`src/rtl/stx_etx_dle_frame_decoder_top_assert.svh`:
```
// Assertion macros shared by the frame decoder RTL.
// No dependencies; the files that assert include this header by name.
`ifndef STX_ETX_DLE_FRAME_DECODER_TOP_ASSERT_SVH
`define STX_ETX_DLE_FRAME_DECODER_TOP_ASSERT_SVH
`ifndef NO_ASSERTIONS
// Same-cycle implication, checked out of reset.
`define STXD_ASSERT_IMP(label, clk, rst_n, ante, cons) \
    label: assert property (@(posedge clk) disable iff (!(rst_n)) (ante) |-> (cons)) \
        else $error("Same-cycle implication failed in frame decoder.");
// Next-cycle implication, checked out of reset.
`define STXD_ASSERT_NXT(label, clk, rst_n, ante, cons) \
    label: assert property (@(posedge clk) disable iff (!(rst_n)) (ante) |=> (cons)) \
        else $error("Next-cycle implication failed in frame decoder.");
`else
`define STXD_ASSERT_IMP(label, clk, rst_n, ante, cons)
`define STXD_ASSERT_NXT(label, clk, rst_n, ante, cons)
`endif
`endif

```
`src/rtl/stxd_pkg.sv`:
```
// Types and constants for the STX/ETX/DLE frame decoder.
// Used by every module of the decoder; depends on nothing.
package stxd_pkg;

    localparam int ByteW    = 8;
    localparam int LenW     = 13;
    localparam int CntW     = 32;
    localparam int KindW    = 3;
    localparam int MaxFrame = 4096;
    localparam int ResBits  = ByteW + LenW + 2 * CntW;
    localparam int DataW    = ((ResBits + 7) / 8) * 8;

    localparam logic [ByteW-1:0] Stx = 8'h02;
    localparam logic [ByteW-1:0] Etx = 8'h03;
    localparam logic [ByteW-1:0] Dle = 8'h10;

    localparam logic [LenW-1:0] MaxLenReset = LenW'(MaxFrame);

    typedef enum logic [KindW-1:0] {
        KIND_PAYLOAD = 3'd0,
        KIND_GOOD    = 3'd1,
        KIND_BAD_SUM = 3'd2,
        KIND_ABORT   = 3'd3,
        KIND_LONG    = 3'd4
    } t_kind;

    typedef enum logic [3:0] {
        ST_IDLE  = 4'b0001,
        ST_FRAME = 4'b0010,
        ST_ESC   = 4'b0100,
        ST_CSUM  = 4'b1000
    } t_mode;

    typedef struct packed {
        t_kind             kind;
        logic [ByteW-1:0]  payload;
        logic [LenW-1:0]   length;
        logic [CntW-1:0]   good_frames;
        logic [CntW-1:0]   err_frames;
    } t_result;

endpackage

```
`src/rtl/stx_etx_dle_frame_decoder_top.sv`:
```
// Top level of the STX/ETX/DLE serial frame decoder.
// Depends on stxd_pkg, stxd_in_stage, stxd_core and stxd_out_stage.
//
//  Channel   Direction  Content
//  --------  ---------  ------------------------------------------------------
//  s_axis    in         one received serial byte per transfer
//  m_axis    out        one decoder result per transfer (payload or verdict)
//  i_cfg_*   in         write of max_length, taken at once, no read-back
//
// One byte a cycle is sustained while m_axis takes every result: a byte sits
// in the input register, is decoded by shallow logic and its result lands in
// the output register, from which it is offered on m_axis.
// Reset (synchronous, active low) empties both registers, returns to the
// between-frames state, clears the checksum, length and both frame counters,
// and sets max_length to 4096.
// A stall on m_axis holds the decoder only while the output register is full
// and not taken; s_axis_tready then falls as soon as the input register holds
// a byte.
//
// Each payload byte is passed on at once. The verdict at the end of a frame
// (good, bad checksum, aborted by a new STX, or too long) tells the consumer
// whether to keep the bytes it has already seen. Bytes outside a frame give
// no result, nor do ETX and DLE inside a frame.
module stx_etx_dle_frame_decoder_top (
    input  logic                        i_clk,
    input  logic                        i_rst_n,
    input  logic                        s_axis_tvalid,
    output logic                        s_axis_tready,
    // [7:0] rx_byte
    input  logic [stxd_pkg::ByteW-1:0]  s_axis_tdata,
    output logic                        m_axis_tvalid,
    input  logic                        m_axis_tready,
    // [7:0] payload_byte, [20:8] frame_length, [52:21] good_frames,
    // [84:53] error_frames, [87:85] zero
    output logic [stxd_pkg::DataW-1:0]  m_axis_tdata,
    // [2:0] kind
    output logic [stxd_pkg::KindW-1:0]  m_axis_tuser,
    input  logic                        i_cfg_we,
    input  logic [stxd_pkg::LenW-1:0]   i_cfg_wdata
);

    logic                       in_valid;
    logic [stxd_pkg::ByteW-1:0] in_byte;
    logic                       adv;
    logic                       out_free;
    logic                       res_valid;
    stxd_pkg::t_result          res;
    stxd_pkg::t_result          out_res;

    // A held byte moves on whenever the output register can take its result.
    // Bytes that give no result follow the same rule, which keeps it simple.
    assign adv = in_valid && out_free;

    stxd_in_stage u_in (
        .i_clk   (i_clk),
        .i_rst_n (i_rst_n),
        .i_valid (s_axis_tvalid),
        .o_ready (s_axis_tready),
        .i_byte  (s_axis_tdata),
        .i_take  (adv),
        .o_valid (in_valid),
        .o_byte  (in_byte)
    );

    stxd_core u_core (
        .i_clk       (i_clk),
        .i_rst_n     (i_rst_n),
        .i_cfg_we    (i_cfg_we),
        .i_cfg_wdata (i_cfg_wdata),
        .i_adv       (adv),
        .i_byte      (in_byte),
        .o_res_valid (res_valid),
        .o_res       (res)
    );

    stxd_out_stage u_out (
        .i_clk   (i_clk),
        .i_rst_n (i_rst_n),
        .i_load  (adv && res_valid),
        .i_res   (res),
        .o_free  (out_free),
        .o_valid (m_axis_tvalid),
        .i_ready (m_axis_tready),
        .o_res   (out_res)
    );

    // Fields packed from the lowest bit up, padded with zeros to whole bytes.
    assign m_axis_tdata = stxd_pkg::DataW'({out_res.err_frames, out_res.good_frames,
                                            out_res.length, out_res.payload});
    assign m_axis_tuser = out_res.kind;

endmodule

```
`src/rtl/stxd_in_stage.sv`:
```
// Input register of the frame decoder: holds one received byte.
// Depends on stxd_pkg.
module stxd_in_stage (
    input  logic                      i_clk,
    input  logic                      i_rst_n,
    input  logic                      i_valid,
    output logic                      o_ready,
    input  logic [stxd_pkg::ByteW-1:0] i_byte,
    input  logic                      i_take,
    output logic                      o_valid,
    output logic [stxd_pkg::ByteW-1:0] o_byte
);

    logic                       r_valid;
    logic                       n_valid;
    logic [stxd_pkg::ByteW-1:0] r_byte;

    // The register is free when empty or when its byte leaves this cycle.
    assign o_ready = !r_valid || i_take;

    always_comb begin
        n_valid = r_valid;
        if (i_valid && o_ready) begin
            n_valid = 1'b1;
        end else if (i_take) begin
            n_valid = 1'b0;
        end
    end

    always_ff @(posedge i_clk) begin
        if (!i_rst_n) begin
            r_valid <= 1'b0;
        end else begin
            r_valid <= n_valid;
        end
    end

    always_ff @(posedge i_clk) begin
        if (i_valid && o_ready) begin
            r_byte <= i_byte;
        end
    end

    assign o_valid = r_valid;
    assign o_byte  = r_byte;

endmodule

```
`src/rtl/stxd_core.sv`:
```
// Framing state, checksum, length and frame counters of the decoder.
// Depends on stxd_pkg and stx_etx_dle_frame_decoder_top_assert.svh.
`include "stx_etx_dle_frame_decoder_top_assert.svh"
module stxd_core (
    input  logic                       i_clk,
    input  logic                       i_rst_n,
    input  logic                       i_cfg_we,
    input  logic [stxd_pkg::LenW-1:0]  i_cfg_wdata,
    input  logic                       i_adv,
    input  logic [stxd_pkg::ByteW-1:0] i_byte,
    output logic                       o_res_valid,
    output stxd_pkg::t_result          o_res
);

    stxd_pkg::t_mode             r_mode, n_mode;
    logic [stxd_pkg::ByteW-1:0]  r_sum, n_sum;
    logic [stxd_pkg::LenW-1:0]   r_len, n_len;
    logic [stxd_pkg::CntW-1:0]   r_good, n_good;
    logic [stxd_pkg::CntW-1:0]   r_err, n_err;
    logic [stxd_pkg::LenW-1:0]   r_max_len;
    logic [stxd_pkg::LenW-1:0]   limit;
    logic [stxd_pkg::LenW-1:0]   len_inc;
    logic                        do_payload;

    // The programmed limit is clamped to the largest frame the design supports.
    assign limit = (32'(r_max_len) > stxd_pkg::MaxFrame) ?
                   stxd_pkg::LenW'(stxd_pkg::MaxFrame) : r_max_len;
    assign len_inc = r_len + stxd_pkg::LenW'(1);

    always_comb begin
        n_mode      = r_mode;
        n_sum       = r_sum;
        n_len       = r_len;
        n_good      = r_good;
        n_err       = r_err;
        do_payload  = 1'b0;
        o_res_valid = 1'b0;
        o_res.kind  = stxd_pkg::KIND_PAYLOAD;
        o_res.payload = '0;
        o_res.length  = r_len;

        case (r_mode)
            stxd_pkg::ST_IDLE: begin
                if (i_byte == stxd_pkg::Stx) begin
                    n_mode = stxd_pkg::ST_FRAME;
                    n_sum  = '0;
                    n_len  = '0;
                end
            end
            stxd_pkg::ST_CSUM: begin
                o_res_valid = 1'b1;
                if (i_byte == r_sum) begin
                    n_good     = r_good + stxd_pkg::CntW'(1);
                    o_res.kind = stxd_pkg::KIND_GOOD;
                end else begin
                    n_err      = r_err + stxd_pkg::CntW'(1);
                    o_res.kind = stxd_pkg::KIND_BAD_SUM;
                end
                n_sum  = '0;
                n_len  = '0;
                n_mode = stxd_pkg::ST_IDLE;
            end
            stxd_pkg::ST_ESC: begin
                do_payload = 1'b1;
            end
            stxd_pkg::ST_FRAME: begin
                if (i_byte == stxd_pkg::Stx) begin
                    // A fresh STX aborts the frame and opens a new one at once.
                    o_res_valid = 1'b1;
                    o_res.kind  = stxd_pkg::KIND_ABORT;
                    n_err       = r_err + stxd_pkg::CntW'(1);
                    n_sum       = '0;
                    n_len       = '0;
                end else if (i_byte == stxd_pkg::Etx) begin
                    n_mode = stxd_pkg::ST_CSUM;
                end else if (i_byte == stxd_pkg::Dle) begin
                    n_mode = stxd_pkg::ST_ESC;
                end else begin
                    do_payload = 1'b1;
                end
            end
            default: begin
                n_mode = stxd_pkg::ST_IDLE;
            end
        endcase

        if (do_payload) begin
            o_res_valid  = 1'b1;
            o_res.length = len_inc;
            if (r_len >= limit) begin
                o_res.kind = stxd_pkg::KIND_LONG;
                n_sum      = '0;
                n_len      = '0;
                n_mode     = stxd_pkg::ST_IDLE;
            end else begin
                o_res.payload = i_byte;
                n_len         = len_inc;
                n_sum         = r_sum + i_byte;
                n_mode        = stxd_pkg::ST_FRAME;
            end
        end

        o_res.good_frames = n_good;
        o_res.err_frames  = n_err;
    end

    always_ff @(posedge i_clk) begin
        if (!i_rst_n) begin
            r_mode    <= stxd_pkg::ST_IDLE;
            r_sum     <= '0;
            r_len     <= '0;
            r_good    <= '0;
            r_err     <= '0;
            r_max_len <= stxd_pkg::MaxLenReset;
        end else begin
            if (i_adv) begin
                r_mode <= n_mode;
                r_sum  <= n_sum;
                r_len  <= n_len;
                r_good <= n_good;
                r_err  <= n_err;
            end
            if (i_cfg_we) begin
                r_max_len <= i_cfg_wdata;
            end
        end
    end

    `STXD_ASSERT_IMP(a_idle_no_result, i_clk, i_rst_n, i_adv && (r_mode == stxd_pkg::ST_IDLE), !o_res_valid)
    `STXD_ASSERT_NXT(a_good_counts, i_clk, i_rst_n, i_adv && o_res_valid && (o_res.kind == stxd_pkg::KIND_GOOD), r_good == $past(r_good) + stxd_pkg::CntW'(1))
    `STXD_ASSERT_IMP(a_len_bound, i_clk, i_rst_n, 1'b1, 32'(r_len) <= stxd_pkg::MaxFrame)

endmodule

```
`src/rtl/stxd_out_stage.sv`:
```
// Output register of the frame decoder: holds one result until it is taken.
// Depends on stxd_pkg.
module stxd_out_stage (
    input  logic              i_clk,
    input  logic              i_rst_n,
    input  logic              i_load,
    input  stxd_pkg::t_result i_res,
    output logic              o_free,
    output logic              o_valid,
    input  logic              i_ready,
    output stxd_pkg::t_result o_res
);

    logic              r_valid;
    logic              n_valid;
    stxd_pkg::t_result r_res;

    assign o_free = !r_valid || i_ready;

    always_comb begin
        n_valid = r_valid;
        if (i_load) begin
            n_valid = 1'b1;
        end else if (i_ready) begin
            n_valid = 1'b0;
        end
    end

    always_ff @(posedge i_clk) begin
        if (!i_rst_n) begin
            r_valid <= 1'b0;
        end else begin
            r_valid <= n_valid;
        end
    end

    always_ff @(posedge i_clk) begin
        if (i_load) begin
            r_res <= i_res;
        end
    end

    assign o_valid = r_valid;
    assign o_res   = r_res;

endmodule

```
`config.mk`:
```
export PLATFORM = sky130hd
export DESIGN_NAME = stx_etx_dle_frame_decoder_top
export DESIGN_NICKNAME = d
export VERILOG_FILES = /design/src/rtl/stxd_pkg.sv /design/src/rtl/stx_etx_dle_frame_decoder_top.sv /design/src/rtl/stxd_in_stage.sv /design/src/rtl/stxd_core.sv /design/src/rtl/stxd_out_stage.sv
export VERILOG_INCLUDE_DIRS = /design/src /design/src/rtl
export SDC_FILE = /design/constraint.sdc
export NUM_CORES = 1
export LEC_CHECK = 0
export ABC_CLOCK_PERIOD_IN_PS = 8000
export BUFFER_PORTS_ARGS = -buffer_cell sky130_fd_sc_hd__buf_2
export CORE_ASPECT_RATIO = 0.8
export CORE_MARGIN = 2
export CORE_UTILIZATION = 56
export CTS_BUF_LIST = sky130_fd_sc_hd__clkbuf_16
export DETAILED_ROUTE_END_ITERATION = 10
export GPL_ROUTABILITY_DRIVEN = 0
export GPL_TIMING_DRIVEN = 0
export PLACE_DENSITY = 0.76
export RECOVER_POWER = 25
export SYNTH_ARGS = -nofsm -noshare
export SYNTH_HDL_FRONTEND = slang
export SYNTH_HIERARCHICAL = 1
export SYNTH_SLANG_ARGS = --single-unit
```
`constraint.sdc`:
```
create_clock -name i_clk -period 8 [get_ports i_clk]
set_input_delay 0 -clock i_clk [delete_from_list [all_inputs] [get_ports i_clk]]
set_output_delay 0 -clock i_clk [all_outputs]
set_load 0.01 [all_outputs]
```
==> impl_results.md <==
* Bufs on Longest Clock Path at 2
* Predominant post-synthesis flop cell: dfxtp_1
* Worst min path class: in -> reg
* Setup crit start kind: flop
* Finished Cell Area at 11320 sq um
* First-pass GRT wire length at around 35000 um
* Syn. warnings at 6
* # setup viols final at 0
* Hold Slack at approximately 0.26 ns
* Post-DP Area at between 10000 and 15000 sq um
* Crit Path Max Fanout at 67
* CP Capture Type: flop
* Clk_skew at approximately 0.0086 ns
* DR WL/cell at roughly 16 um
* CTS buffer count at 17
* Yosys cell types at between 60 and 70
* Dpl hpwl at roughly 15000 um
* Port Buf Inserts at 114
* Top-level I/O count at approximately 120
* Grt ovf at 0
* Layout Nets at approximately 1200
* CTS H-tree lvls at 4
* Die Wd at roughly 150 um
* Most frequent cells in the layout: clkbuf_1 (129), dfxtp_1 (104), edfxtp_1 (96)
* Status: finished clean
* Pre-antenna DRT Iters at 6
* Final WL at around 22000 um
* Leak at between 0.003 and 0.004 uW
* Number of clock sinks at 200
* Slew Limit Headroom at 0.2505
* Util after Layout at 0.6774
* Final period utilization at 0.5078
* Initial Util at 0.5761
* Worst-Margin Slew at approximately 1.1 ns
* CTS tree: done
* Synthesis-to-layout area growth at 17.57%
* GR Util met1 at 0.3447
* Core area at ~17000 sq um
* Post-synth EDFFs at between 90 and 100
* Syn_area_per_cell at 10.06 sq um
* Fin. Hold Viols at 0
* Mapped cell area at approximately 9600 sq um
* PwrDens at approximately 180 nW/um^2
* Later-pin clock latency in the skew report at about 0.44 ns
* Max cap viols at 0
* Grt met3 use at 0.04549
* Via count at 7754
* Flop and latch count out of synthesis at 200
* Antenna viol nets, final at 0
* Floorplan row count at between 40 and 50
* Setup_tns at 0 ns
* Diode count at 0
* Pin count of the biggest net entering global routing at slightly below 70
* M2 GR Usage at 0.3821
* Sequential area share after synthesis at 0.5157
* Die Height at between 100 and 150 um
* Die Area at 18260 sq um
* Clk slew on worst S/H paths at approximately 0.070 ns
* WP data arrival at 4.39 ns
* CTS Root Cell: clkbuf_16
* Fin. max-slew vios at 0
* Commonest non-fill, non-tap cell in the layout: clkbuf_1
* Worst VDD drop at between 0.15 and 0.2 mV
* Worst endpoint required time at about 8.3 ns
* WS Path Type: reg -> reg
* Share of layout cells above drive strength 1 at 0.07577
* Initial antenna violation count at 0
* Post-Syn Instances at about 960
* Via density at ~5.7
* Tmin final at 4.063 ns
* Ys async rst share at 0
* Achievable Freq at roughly 250 MHz
* Vias in the first global route at between 6000 and 7000
* Drc violations at 0
* First DRT Iteration DRCs at between 600 and 700
* RSZ-0062 raised after global routing: false
* GRT busiest layer: met2
* Gr usage total at 0.2461
[final timing paths]
| check | start | end | slack (ns) | depth (start not counted) |
|---|---|---|---|---|
| worst min-delay path | m_axis_tready | u_out/o_res[58]$_DFFE_PP_ | 0.26 | 3 |
| worst max-delay path | u_in/o_byte[7]$_DFFE_PP_ | u_out/o_valid$_SDFFE_PN0P_ | 3.94 | 10 |
| worst max register to register | u_in/o_byte[7]$_DFFE_PP_ | u_out/o_valid$_SDFFE_PN0P_ | 3.94 | 10 |
| worst min register to register | u_core/r_sum[0]$_SDFFE_PN0P_ | u_core/r_sum[0]$_SDFFE_PN0P_ | 0.46 | 2 |
[metal layers]
layer / wire length, um / part of all wire
met5: 0 / 0
met4: 494 / 0.022
met3: 1558 / 0.070
met2: 10250 / 0.46
met1: 9924 / 0.45
[power by group]
| part | leakage (uW) | switching [uW] | total [uW] | internal (uW) |
|---|---|---|---|---|
| clock network | 0.000308 | 384 | 911 | 527 |
| logic | 0.00197 | 41.5 | 72.3 | 30.7 |
| registers | 0.00156 | 5.57 | 1080 | 1070 |
| total | 0.00384 | 432 | 2060 | 1630 |
[cell usage after synthesis (8+ instances only)]
cell,count,area (sq um)
and4_1,10,87.58
edfxtp_1,96,2883
nor2_1,93,349.1
and2_1,19,118.9
inv_1,16,60.06
and3_1,17,106.4
nor3_1,10,50.05
mux2i_1,14,140.1
dfxtp_1,104,2082
or3_1,15,93.84
nand3_1,57,285.3
ha_1,23,287.8
nor4_1,8,50.05
o21ai_0,29,145.1
nand4_1,29,181.4
a21oi_1,59,295.3
a2bb2oi_1,9,78.83
nand2_1,95,356.6
xnor2_1,73,639.4
clkbuf_1,41,153.9
o211ai_1,8,60.06
xor2_1,46,402.9
[through the flow]
step	worst slack (ns)	cells	total power [uW]
after floorplan	4.080	959	1136
after global placement	2.873	1293	1157
after detailed placement	4.475	1294	1158
after CTS	3.940	1355	2070
after global routing	3.645	1355	2119
final	3.937	1355	2059
[critical path, stage by stage (launching register included)]
cell and delay, ns:
edfxtp_1 0.47, nor4_1 0.79, o211ai_1 0.24, a21oi_1 0.47, clkbuf_1 0.48, nand3_1 0.19
and3_4 0.33, buf_16 0.27, inv_1 0.10, a21boi_2 0.05, dlygate4sd3_1 0.55
[cell families after synthesis]
family                   after synthesis  share of synthesized area
AO/OA/AOI/OAI                        140                    0.08863
XOR/XNOR                             119                     0.1083
adder cells (fa/ha/maj)               24                    0.03197
buffers and inverters                 68                    0.02846
flip-flops                           200                     0.5157
multiplexers                          14                    0.01455
other                                  1                  0.0003895
AND/OR/NAND/NOR                      391                     0.2121
[what timing repair did]
action | 4_1_cts | 5_1_grt
gates resized for setup | 0 | 0
buffers inserted | 0 | 0
hold buffers | 29 | 0
endpoints found under the hold margin | 31 | 0
[flip-flops by register name (all words and copies together), names as in the netlist]
name / count
u_core/r_err: 32
u_core/r_good: 32
u_core/r_len: 13
u_core/r_max_len: 13
u_core/r_mode: 4
u_core/r_sum: 8
u_in/o_byte: 8
u_in/o_valid: 1
u_out/o_res: 88
u_out/o_valid: 1
[area by class of cell]
type	instances	area, sq um
Fill cell	1350	5391
Sequential cell	200	4965
Clock inverter	15	200.2
Clock buffer	17	425.4
Inverter	17	63.81
Tap cell	220	275.3
Timing Repair Buffer	144	778.2
Multi-Input combinational cell	691	4402
Buffer	51	210.2
Power figures use the tool's default switching activity.
